[src/rtl/mmrn_pkg.sv]
// Shared types and constants of the min/max range normalizer.
// Used by every module of the block; depends on nothing.
`default_nettype none

package mmrn_pkg;

    localparam int unsigned SEQ_DEPTH_DEF = 64;
    localparam int unsigned SEQ_DEPTH_MAX = 64;
    localparam int unsigned IDX_MAX_W     = $clog2(SEQ_DEPTH_MAX);
    localparam int unsigned DATA_W        = 16;
    localparam int unsigned DIV_STEPS     = DATA_W;
    localparam int unsigned JOBQ_DEPTH    = 2;
    localparam int unsigned CFG_IDX_W     = 1;

    localparam logic [CFG_IDX_W-1:0] REG_OUT_MIN = 1'b0;
    localparam logic [CFG_IDX_W-1:0] REG_OUT_MAX = 1'b1;

    typedef logic signed [DATA_W-1:0] t_sample;

    typedef struct packed {
        logic                 bank;
        logic [IDX_MAX_W-1:0] last_idx;
        t_sample              lo;
        t_sample              hi;
    } t_job;

    typedef struct packed {
        logic valid;
        logic bank;
    } t_release;

endpackage

`default_nettype wire

[src/rtl/min_max_range_normalizer.sv]
// Min/max range normalizer. Samples enter at one per cycle while a store bank is free.
// Each sample is read, multiplied, passed through 16 divide steps (none for a flat run)
// and output before the next is read, since the back end has a single divider.
// Two store banks let the next sequence load while the previous one drains.
// Reset: synchronous, active low; clears control and config registers, store untouched.
`default_nettype none

module min_max_range_normalizer #(
    parameter int unsigned SEQ_DEPTH = mmrn_pkg::SEQ_DEPTH_DEF
) (
    input  logic                               i_clk,
    input  logic                               i_rst_n,
    input  logic                               i_cfg_we,
    input  logic [mmrn_pkg::CFG_IDX_W-1:0]     i_cfg_idx,
    input  logic [mmrn_pkg::DATA_W-1:0]        i_cfg_data,
    input  logic                               i_in_valid,
    output logic                               o_in_stall,
    input  mmrn_pkg::t_sample                  i_sample,
    input  logic                               i_end_of_sequence,
    output logic                               o_out_valid,
    input  logic                               i_out_stall,
    output mmrn_pkg::t_sample                  o_scaled_value,
    output logic                               o_last_of_run,
    output logic                               o_flat_input
);
    import mmrn_pkg::*;

    localparam int unsigned IW = $clog2(SEQ_DEPTH);

    t_sample       r_out_min;
    t_sample       r_out_max;
    t_release      release_bank;
    logic          wr_en;
    logic [IW:0]   wr_addr;
    t_sample       wr_data;
    logic [IW:0]   rd_addr;
    t_sample       rd_data;
    logic          push;
    t_job          push_job;
    logic          pop;
    logic          job_nonempty;
    t_job          head_job;

    always_ff @(posedge i_clk) begin
        if (!i_rst_n) begin
            r_out_min <= '0;
            r_out_max <= '0;
        end else if (i_cfg_we) begin
            case (i_cfg_idx)
                REG_OUT_MIN: r_out_min <= i_cfg_data;
                REG_OUT_MAX: r_out_max <= i_cfg_data;
                default:     r_out_min <= r_out_min;
            endcase
        end
    end

    mmrn_front #(.SEQ_DEPTH(SEQ_DEPTH)) u_front (
        .i_clk             (i_clk),
        .i_rst_n           (i_rst_n),
        .i_in_valid        (i_in_valid),
        .i_sample          (i_sample),
        .i_end_of_sequence (i_end_of_sequence),
        .o_in_stall        (o_in_stall),
        .i_release         (release_bank),
        .o_wr_en           (wr_en),
        .o_wr_addr         (wr_addr),
        .o_wr_data         (wr_data),
        .o_push            (push),
        .o_job             (push_job)
    );

    mmrn_store #(.SEQ_DEPTH(SEQ_DEPTH)) u_store (
        .i_clk     (i_clk),
        .i_wr_en   (wr_en),
        .i_wr_addr (wr_addr),
        .i_wr_data (wr_data),
        .i_rd_addr (rd_addr),
        .o_rd_data (rd_data)
    );

    mmrn_jobq u_jobq (
        .i_clk      (i_clk),
        .i_rst_n    (i_rst_n),
        .i_push     (push),
        .i_job      (push_job),
        .i_pop      (pop),
        .o_nonempty (job_nonempty),
        .o_job      (head_job)
    );

    mmrn_back #(.SEQ_DEPTH(SEQ_DEPTH)) u_back (
        .i_clk          (i_clk),
        .i_rst_n        (i_rst_n),
        .i_out_min      (r_out_min),
        .i_out_max      (r_out_max),
        .i_job_nonempty (job_nonempty),
        .i_job          (head_job),
        .o_pop          (pop),
        .o_rd_addr      (rd_addr),
        .i_rd_data      (rd_data),
        .o_release      (release_bank),
        .o_out_valid    (o_out_valid),
        .i_out_stall    (i_out_stall),
        .o_scaled_value (o_scaled_value),
        .o_last_of_run  (o_last_of_run),
        .o_flat_input   (o_flat_input)
    );

endmodule

`default_nettype wire

[src/rtl/mmrn_front.sv]
// Front end: accepts samples, writes them to the store, tracks min and max.
// Hands a finished sequence to the job queue; uses mmrn_pkg.
`default_nettype none

module mmrn_front #(
    parameter int unsigned SEQ_DEPTH = mmrn_pkg::SEQ_DEPTH_DEF,
    localparam int unsigned IW = $clog2(SEQ_DEPTH)
) (
    input  logic               i_clk,
    input  logic               i_rst_n,
    input  logic               i_in_valid,
    input  mmrn_pkg::t_sample  i_sample,
    input  logic               i_end_of_sequence,
    output logic               o_in_stall,
    input  mmrn_pkg::t_release i_release,
    output logic               o_wr_en,
    output logic [IW:0]        o_wr_addr,
    output mmrn_pkg::t_sample  o_wr_data,
    output logic               o_push,
    output mmrn_pkg::t_job     o_job
);
    import mmrn_pkg::*;

    logic [IW-1:0] r_cnt;
    logic          r_bank;
    logic [1:0]    r_busy;
    logic [1:0]    n_busy;
    t_sample       r_lo;
    t_sample       r_hi;
    t_sample       n_lo;
    t_sample       n_hi;
    logic          accept;
    logic          first;
    logic          seq_end;

    assign accept  = i_in_valid && !r_busy[r_bank];
    assign first   = (r_cnt == '0);
    assign seq_end = i_end_of_sequence || (r_cnt == IW'(SEQ_DEPTH - 1));

    always_comb begin
        n_lo = r_lo;
        n_hi = r_hi;
        if (first) begin
            n_lo = i_sample;
            n_hi = i_sample;
        end else if (i_sample < r_lo) begin
            n_lo = i_sample;
        end else if (i_sample > r_hi) begin
            n_hi = i_sample;
        end
    end

    always_comb begin
        n_busy = r_busy;
        if (i_release.valid) begin
            n_busy[i_release.bank] = 1'b0;
        end
        if (o_push) begin
            n_busy[r_bank] = 1'b1;
        end
    end

    assign o_in_stall = r_busy[r_bank];
    assign o_wr_en    = accept;
    assign o_wr_addr  = {r_bank, r_cnt};
    assign o_wr_data  = i_sample;
    assign o_push     = accept && seq_end;
    assign o_job      = '{bank: r_bank, last_idx: IDX_MAX_W'(r_cnt), lo: n_lo, hi: n_hi};

    always_ff @(posedge i_clk) begin
        if (!i_rst_n) begin
            r_cnt  <= '0;
            r_bank <= 1'b0;
            r_busy <= '0;
        end else begin
            r_busy <= n_busy;
            if (accept) begin
                r_lo <= n_lo;
                r_hi <= n_hi;
                if (seq_end) begin
                    r_cnt  <= '0;
                    r_bank <= !r_bank;
                end else begin
                    r_cnt <= r_cnt + 1'b1;
                end
            end
        end
    end

endmodule

`default_nettype wire

[src/rtl/mmrn_store.sv]
// Two-bank sample store: one write port, one read port with registered data.
// Front fills one bank while back end drains the other; uses mmrn_pkg.
`default_nettype none

module mmrn_store #(
    parameter int unsigned SEQ_DEPTH = mmrn_pkg::SEQ_DEPTH_DEF,
    localparam int unsigned AW = $clog2(SEQ_DEPTH) + 1
) (
    input  logic              i_clk,
    input  logic              i_wr_en,
    input  logic [AW-1:0]     i_wr_addr,
    input  mmrn_pkg::t_sample i_wr_data,
    input  logic [AW-1:0]     i_rd_addr,
    output mmrn_pkg::t_sample o_rd_data
);
    import mmrn_pkg::*;

    localparam int unsigned MEM_DEPTH = 2 ** AW;

    t_sample r_mem [MEM_DEPTH];
    t_sample r_rd_data;

    always_ff @(posedge i_clk) begin
        if (i_wr_en) begin
            r_mem[i_wr_addr] <= i_wr_data;
        end
        r_rd_data <= r_mem[i_rd_addr];
    end

    assign o_rd_data = r_rd_data;

endmodule

`default_nettype wire

[src/rtl/mmrn_jobq.sv]
// Short queue of finished sequences between front end and back end.
// Each entry names a store bank, its last index and its extremes; uses mmrn_pkg.
`default_nettype none

module mmrn_jobq (
    input  logic           i_clk,
    input  logic           i_rst_n,
    input  logic           i_push,
    input  mmrn_pkg::t_job i_job,
    input  logic           i_pop,
    output logic           o_nonempty,
    output mmrn_pkg::t_job o_job
);
    import mmrn_pkg::*;

    localparam int unsigned PW = $clog2(JOBQ_DEPTH);
    localparam int unsigned CW = $clog2(JOBQ_DEPTH + 1);

    t_job          r_ent [JOBQ_DEPTH];
    logic [PW-1:0] r_wp;
    logic [PW-1:0] r_rp;
    logic [CW-1:0] r_cnt;
    logic          do_push;
    logic          do_pop;

    assign o_nonempty = (r_cnt != '0);
    assign o_job      = r_ent[r_rp];
    assign do_push    = i_push && (r_cnt != CW'(JOBQ_DEPTH));
    assign do_pop     = i_pop && o_nonempty;

    always_ff @(posedge i_clk) begin
        if (!i_rst_n) begin
            r_wp  <= '0;
            r_rp  <= '0;
            r_cnt <= '0;
        end else begin
            if (do_push) begin
                r_ent[r_wp] <= i_job;
                r_wp        <= r_wp + 1'b1;
            end
            if (do_pop) begin
                r_rp <= r_rp + 1'b1;
            end
            case ({do_push, do_pop})
                2'b10:   r_cnt <= r_cnt + 1'b1;
                2'b01:   r_cnt <= r_cnt - 1'b1;
                default: r_cnt <= r_cnt;
            endcase
        end
    end

endmodule

`default_nettype wire

[src/rtl/mmrn_back.sv]
// Back end: reads each stored sample, scales it (multiplier, radix-2 divider),
// saturates it, holds it in the output register (out_min if flat); uses mmrn_pkg.
`default_nettype none

module mmrn_back #(
    parameter int unsigned SEQ_DEPTH = mmrn_pkg::SEQ_DEPTH_DEF,
    localparam int unsigned IW = $clog2(SEQ_DEPTH)
) (
    input  logic               i_clk,
    input  logic               i_rst_n,
    input  mmrn_pkg::t_sample  i_out_min,
    input  mmrn_pkg::t_sample  i_out_max,
    input  logic               i_job_nonempty,
    input  mmrn_pkg::t_job     i_job,
    output logic               o_pop,
    output logic [IW:0]        o_rd_addr,
    input  mmrn_pkg::t_sample  i_rd_data,
    output mmrn_pkg::t_release o_release,
    output logic               o_out_valid,
    input  logic               i_out_stall,
    output mmrn_pkg::t_sample  o_scaled_value,
    output logic               o_last_of_run,
    output logic               o_flat_input
);
    import mmrn_pkg::*;

    localparam int unsigned SW = $clog2(DIV_STEPS);

    typedef enum logic [2:0] {
        S_IDLE,
        S_READ,
        S_MUL,
        S_DIV,
        S_EMIT
    } t_state;

    t_state              r_state;
    t_job                r_job;
    logic [IW-1:0]       r_idx;
    logic [SW-1:0]       r_step;
    logic                r_neg;
    logic [DATA_W-1:0]   r_rem;
    logic [DATA_W-1:0]   r_quo;
    logic                r_ovalid;
    t_sample             r_value;
    logic                r_last;
    logic                r_flat;

    logic                flat;
    logic                is_last;
    logic                emit_ok;
    logic                emit;
    logic [DATA_W:0]     span_in_w;
    logic [DATA_W-1:0]   span_in;
    logic [DATA_W:0]     diff_w;
    logic [DATA_W-1:0]   diff;
    logic [DATA_W:0]     span_out;
    logic                so_neg;
    logic [DATA_W:0]     so_abs;
    logic [2*DATA_W-1:0] prod;
    logic [DATA_W:0]     trial;
    logic [DATA_W:0]     trial_sub;
    logic                trial_ge;
    logic [DATA_W+1:0]   q_ext;
    logic [DATA_W+1:0]   q_signed;
    logic [DATA_W+1:0]   sum;
    t_sample             sat;
    t_sample             result;

    assign flat    = (r_job.hi == r_job.lo);
    assign is_last = (r_idx == r_job.last_idx[IW-1:0]);
    assign emit_ok = !r_ovalid || !i_out_stall;
    assign emit    = (r_state == S_EMIT) && emit_ok;

    always_comb begin
        span_in_w = {r_job.hi[DATA_W-1], r_job.hi} - {r_job.lo[DATA_W-1], r_job.lo};
        span_in   = span_in_w[DATA_W-1:0];
        diff_w    = {i_rd_data[DATA_W-1], i_rd_data} - {r_job.lo[DATA_W-1], r_job.lo};
        diff      = diff_w[DATA_W-1:0];
        span_out  = {i_out_max[DATA_W-1], i_out_max} - {i_out_min[DATA_W-1], i_out_min};
        so_neg    = span_out[DATA_W];
        so_abs    = so_neg ? (~span_out + 1'b1) : span_out;
        prod      = diff * so_abs[DATA_W-1:0];
    end

    always_comb begin
        trial     = {r_rem, r_quo[DATA_W-1]};
        trial_sub = trial - {1'b0, span_in};
        trial_ge  = (trial >= {1'b0, span_in});
    end

    always_comb begin
        q_ext    = {2'b00, r_quo};
        q_signed = r_neg ? (~q_ext + 1'b1) : q_ext;
        sum      = {{2{i_out_min[DATA_W-1]}}, i_out_min} + q_signed;
        if ((sum[DATA_W+1:DATA_W-1] == 3'b000) || (sum[DATA_W+1:DATA_W-1] == 3'b111)) begin
            sat = sum[DATA_W-1:0];
        end else if (sum[DATA_W+1]) begin
            sat = {1'b1, {(DATA_W-1){1'b0}}};
        end else begin
            sat = {1'b0, {(DATA_W-1){1'b1}}};
        end
        result = flat ? i_out_min : sat;
    end

    assign o_pop             = (r_state == S_IDLE) && i_job_nonempty;
    assign o_rd_addr         = {r_job.bank, r_idx};
    assign o_release.valid   = emit && is_last;
    assign o_release.bank    = r_job.bank;
    assign o_out_valid       = r_ovalid;
    assign o_scaled_value    = r_value;
    assign o_last_of_run     = r_last;
    assign o_flat_input      = r_flat;

    always_ff @(posedge i_clk) begin
        if (!i_rst_n) begin
            r_state  <= S_IDLE;
            r_ovalid <= 1'b0;
        end else begin
            if (r_ovalid && !i_out_stall && !emit) begin
                r_ovalid <= 1'b0;
            end
            case (r_state)
                S_IDLE: begin
                    if (i_job_nonempty) begin
                        r_job   <= i_job;
                        r_idx   <= '0;
                        r_state <= S_READ;
                    end
                end
                S_READ: begin
                    r_state <= S_MUL;
                end
                S_MUL: begin
                    r_rem   <= prod[2*DATA_W-1:DATA_W];
                    r_quo   <= prod[DATA_W-1:0];
                    r_neg   <= so_neg;
                    r_step  <= '0;
                    r_state <= flat ? S_EMIT : S_DIV;
                end
                S_DIV: begin
                    r_rem  <= trial_ge ? trial_sub[DATA_W-1:0] : trial[DATA_W-1:0];
                    r_quo  <= {r_quo[DATA_W-2:0], trial_ge};
                    r_step <= r_step + 1'b1;
                    if (r_step == SW'(DIV_STEPS - 1)) begin
                        r_state <= S_EMIT;
                    end
                end
                S_EMIT: begin
                    if (emit_ok) begin
                        r_ovalid <= 1'b1;
                        r_value  <= result;
                        r_last   <= is_last;
                        r_flat   <= flat;
                        if (is_last) begin
                            r_state <= S_IDLE;
                        end else begin
                            r_idx   <= r_idx + 1'b1;
                            r_state <= S_READ;
                        end
                    end
                end
                default: begin
                    r_state <= S_IDLE;
                end
            endcase
        end
    end

endmodule

`default_nettype wire

[config.mk]
export PLATFORM = sky130hd
export DESIGN_NAME = min_max_range_normalizer
export DESIGN_NICKNAME = d
export VERILOG_FILES = /design/src/rtl/mmrn_pkg.sv /design/src/rtl/min_max_range_normalizer.sv /design/src/rtl/mmrn_front.sv /design/src/rtl/mmrn_store.sv /design/src/rtl/mmrn_jobq.sv /design/src/rtl/mmrn_back.sv
export SDC_FILE = /design/constraint.sdc
export NUM_CORES = 2
export LEC_CHECK = 0
export ABC_AREA = 0
export BUFFER_PORTS_ARGS = -buffer_cell sky130_fd_sc_hd__buf_4
export CAP_MARGIN = 20
export CELL_PAD_IN_SITES_DETAIL_PLACEMENT = 1
export CELL_PAD_IN_SITES_GLOBAL_PLACEMENT = 1
export CORE_UTILIZATION = 46
export CTS_BUF_LIST = sky130_fd_sc_hd__clkbuf_4 sky130_fd_sc_hd__clkbuf_8
export CTS_CLUSTER_DIAMETER = 60
export DETAILED_ROUTE_END_ITERATION = 8
export MAX_ROUTING_LAYER = met4
export PLACE_DENSITY_LB_ADDON = 0.1
export SETUP_SLACK_MARGIN = 0.5
export SLEW_MARGIN = 10
export SYNTH_ARGS = -nofsm -noshare
export SYNTH_HDL_FRONTEND = slang
export SYNTH_SLANG_ARGS = --single-unit
[constraint.sdc]
create_clock -name i_clk -period 22 [get_ports i_clk]
set_input_delay 4.4 -clock i_clk [delete_from_list [all_inputs] [get_ports i_clk]]
set_output_delay 4.4 -clock i_clk [all_outputs]
set_load 0.01 [all_outputs]
==> results.toml <==
[route]
routed_via_count = 61900
drt_first_iter_violations = 5904
drt_pass1_iterations = 9
drt_drc_violations_left = 18
postRouteAntennaNets = 0
detail_route.wl_per_cell_um = 30.8
postRouteWirelength_mm = 315
detail_route.vias_per_cell = 6.06

[logic_synthesis]
synthesis.instances = 6559
synth_area_per_cell_um2 = 15.9
synth-edff-count = 2258
ys_types = 85
synth_async_sr_flop_share = 0
net_count_after_synthesis = 7018
ys_ff_latch = 2323
synth-warning-count = 0
seq_area_frac_synth = 0.662
cell_area_after_synthesis_um2 = 104000
synth_top_flop_cell = "sky130_fd_sc_hd__edfxtp_1"

[cells_and_area]
layout.nets = 7410
layout-area-overhead-vs-synth_pct = 12.1
ff_latch_area_um2 = 69100
layout.filler_cells = 21400
multi_input_comb_area_um2 = 32700
drive_above_1_share = 0.187

[die]
die_x_um = 478
floorplan.rows = 174
initial_utilization = 0.463
top_level_ports = 59
core_region_area_um2 = 225000
die-height_um = 478
dieArea_um2 = 229000

[sta]
rsz0062_at_grt = "no"
relSlewSlack = 0.172
skew_ps = 124
min_period_ps = 9540
setup_viol_count_final = 0
tns_ps = 0
slew_at_the_pin_closest_to_its_max_slew_limit_ps = 1230
maxClockFrequency_mhz = 105
fin_ws_ps = 12460
slew_viol_final = 0
final_hold_viol_count = 0
timing.final.crit_share = 0.433

[placement]
pre_cts_slack_ps = 12520
port_buffers = 58
place.gp.congestion = 0.911
hpwl_dp_mm = 201

[worst_setup_path]
endpoint_kind = "register"
worst-endpoint-arrival_ps = 10280
critical-path-max-stage-delay_ps = 860
crit_required_ps = 22740
startpoint_type = "register"
crit_path_max_delay_cell_type = "sky130_fd_sc_hd__mux2i_1"
critical-path-top-cell-by-count = "sky130_fd_sc_hd__fa_1"
worst_setup_path_category = "register to register"
critical_path.max_fanout = 32

[clock_network]
cts_htree_levels = 5
tritoncts = "yes"
cts-buffers-inserted = 399
cts.hold.buffers_added = 0
post-cts-setup-buffer-count = 0
clockBufferDepth = 4
clock_sink_count = 2323
postCtsResizedCells = 0
cts_root_buffer = "sky130_fd_sc_hd__clkbuf_8"
clk_latency_ps = 1120
clk_pin_slew_ps = 60

[global_route]
grtUsageTotal = 0.283
antenna_found_initial = 14
largest_net_degree_at_the_start_of_global_routing = 132
globalRouteMet2Util = 0.446
first_global_vias = 64400
grt.met3_usage = 0.0388
gr-max-usage-layer = "met2"
overflow = 0
grt_pass1_wl_mm = 457
gr-usage-met1 = 0.388

[worst_hold_path]
hp-class = "register to register"

[status]
status = "finished, violations left"
violations = "design-rule violations"

[run]
max_cap_violations = 0
-- registers in the layout, indices dropped and copies added, names as in the netlist, 6 cells and up --
signal / cells
r_out_max: 16
r_out_min: 16
u_back.o_scaled_value: 16
u_back.r_idx: 6
u_back.r_job: 38
u_back.r_quo: 16
u_back.r_rem: 16
u_front.r_cnt: 6
u_front.r_hi: 16
u_front.r_lo: 16
u_jobq.r_ent: 78
u_store.o_rd_data: 16
u_store.r_mem: 2048
-- through the flow --
step | instances | hold WS (ps) | utilization | instance area [um^2]
CTS | 10200 | 475 | 0.519 | 117000
floorplan | 6559 | 443 | - | 104000
finish | 10200 | 474 | 0.519 | 117000
detailed placement | 9538 | 468 | 0.486 | 109000
global route | 10200 | 498 | 0.519 | 117000
global placement | 9530 | 466 | 0.486 | 109000
-- logic make-up (layout without fill, tap and decap cells) --
logic type / Yosys count / after routing / share of synthesized area
DFF: 2323 / 2323 / 0.662
AOI/OAI and AO/OA: 1248 / 1248 / 0.0798
and+or+nand+nor: 894 / 894 / 0.0393
muxes: 865 / 865 / 0.118
buffers and inverters: 687 / 1351 / 0.0252
adders and majority gates: 420 / 420 / 0.0647
xor gates and xnor gates: 122 / 122 / 0.0102
other: 0 / 5 / 0
-- metal layers --
metal | vias to the layer above | part of all wire
met1 | 32800 | 0.43
met4 | 0 | 0.025
met2 | 2182 | 0.48
li1 | 26500 | -
met5 | - | 0
met3 | 441 | 0.061
-- synth_stat cells (84+ instances only) --
master / instances / area share
sky130_fd_sc_hd__edfxtp_1: 2258 / 0.65
sky130_fd_sc_hd__mux2i_1: 498 / 0.048
sky130_fd_sc_hd__inv_1: 337 / 0.012
sky130_fd_sc_hd__nor2_1: 321 / 0.012
sky130_fd_sc_hd__a21oi_1: 298 / 0.014
sky130_fd_sc_hd__mux4_2: 287 / 0.062
sky130_fd_sc_hd__clkbuf_1: 251 / 0.0090
sky130_fd_sc_hd__o221ai_1: 232 / 0.019
sky130_fd_sc_hd__ha_1: 221 / 0.027
sky130_fd_sc_hd__nand2_1: 210 / 0.0076
sky130_fd_sc_hd__o21ai_0: 206 / 0.0099
sky130_fd_sc_hd__fa_1: 199 / 0.038
sky130_fd_sc_hd__nor3_1: 127 / 0.0061
sky130_fd_sc_hd__o22ai_1: 126 / 0.0076
sky130_fd_sc_hd__a211oi_1: 88 / 0.0063
sky130_fd_sc_hd__xnor2_1: 84 / 0.0071
-- cells in the final DEF, fill, tap and decap left out, types with 83 or more instances in the layout --
master                     netlist  routed
sky130_fd_sc_hd__o22ai_1       126     126
sky130_fd_sc_hd__buf_4           1     324
sky130_fd_sc_hd__xnor2_1        84      83
sky130_fd_sc_hd__a211oi_1       88      88
sky130_fd_sc_hd__nor2_1        321     308
sky130_fd_sc_hd__o221ai_1      232     232
sky130_fd_sc_hd__clkbuf_8        0     416
sky130_fd_sc_hd__o21ai_0       206     206
sky130_fd_sc_hd__clkbuf_4        0     131
sky130_fd_sc_hd__mux2i_1       498     498
sky130_fd_sc_hd__nand2_1       210     209
sky130_fd_sc_hd__ha_1          221     221
sky130_fd_sc_hd__edfxtp_1     2258    2258
sky130_fd_sc_hd__inv_1         337     337
sky130_fd_sc_hd__mux4_2        287     287
sky130_fd_sc_hd__a21oi_1       298     297
sky130_fd_sc_hd__fa_1          199     199
sky130_fd_sc_hd__nor3_1        127     125
-- final timing paths --
path	slack [ps]	cells after the start	startpoint	endpoint
hold / removal	470	2	r_out_max[4]	r_out_max[4]
hold reg to reg	470	2	r_out_max[4]	r_out_max[4]
setup / recovery	12460	30	r_out_min[0]	u_back.r_rem[14]
setup reg to reg	12460	30	r_out_min[0]	u_back.r_rem[14]
-- critical path: cells and delay by family, from the launching register on --
family,cells,cell delay (ps)
adder cells (fa/ha/maj),9,4170
AO/OA/AOI/OAI,10,2110
AND/OR/NAND/NOR,5,930
multiplexers,1,860
buffers and inverters,5,850
flip-flops,1,340
-- cell type report --
| type | count | share of cell area |
|---|---|---|
| Multi-Input combinational cell | 3549 | 0.280 |
| Clock inverter | 127 | 0.00568 |
| Sequential cell | 2323 | 0.591 |
| Inverter | 339 | 0.0109 |
| Clock buffer | 546 | 0.0573 |
| Tap cell | 2992 | 0.0320 |
| Antenna cell | 5 | 0.000107 |
| Timing Repair Buffer | 339 | 0.0231 |
Power is left out: the tool's default activity adds up to more than one toggle a clock period on the data nets, which glitch-free logic cannot reach.
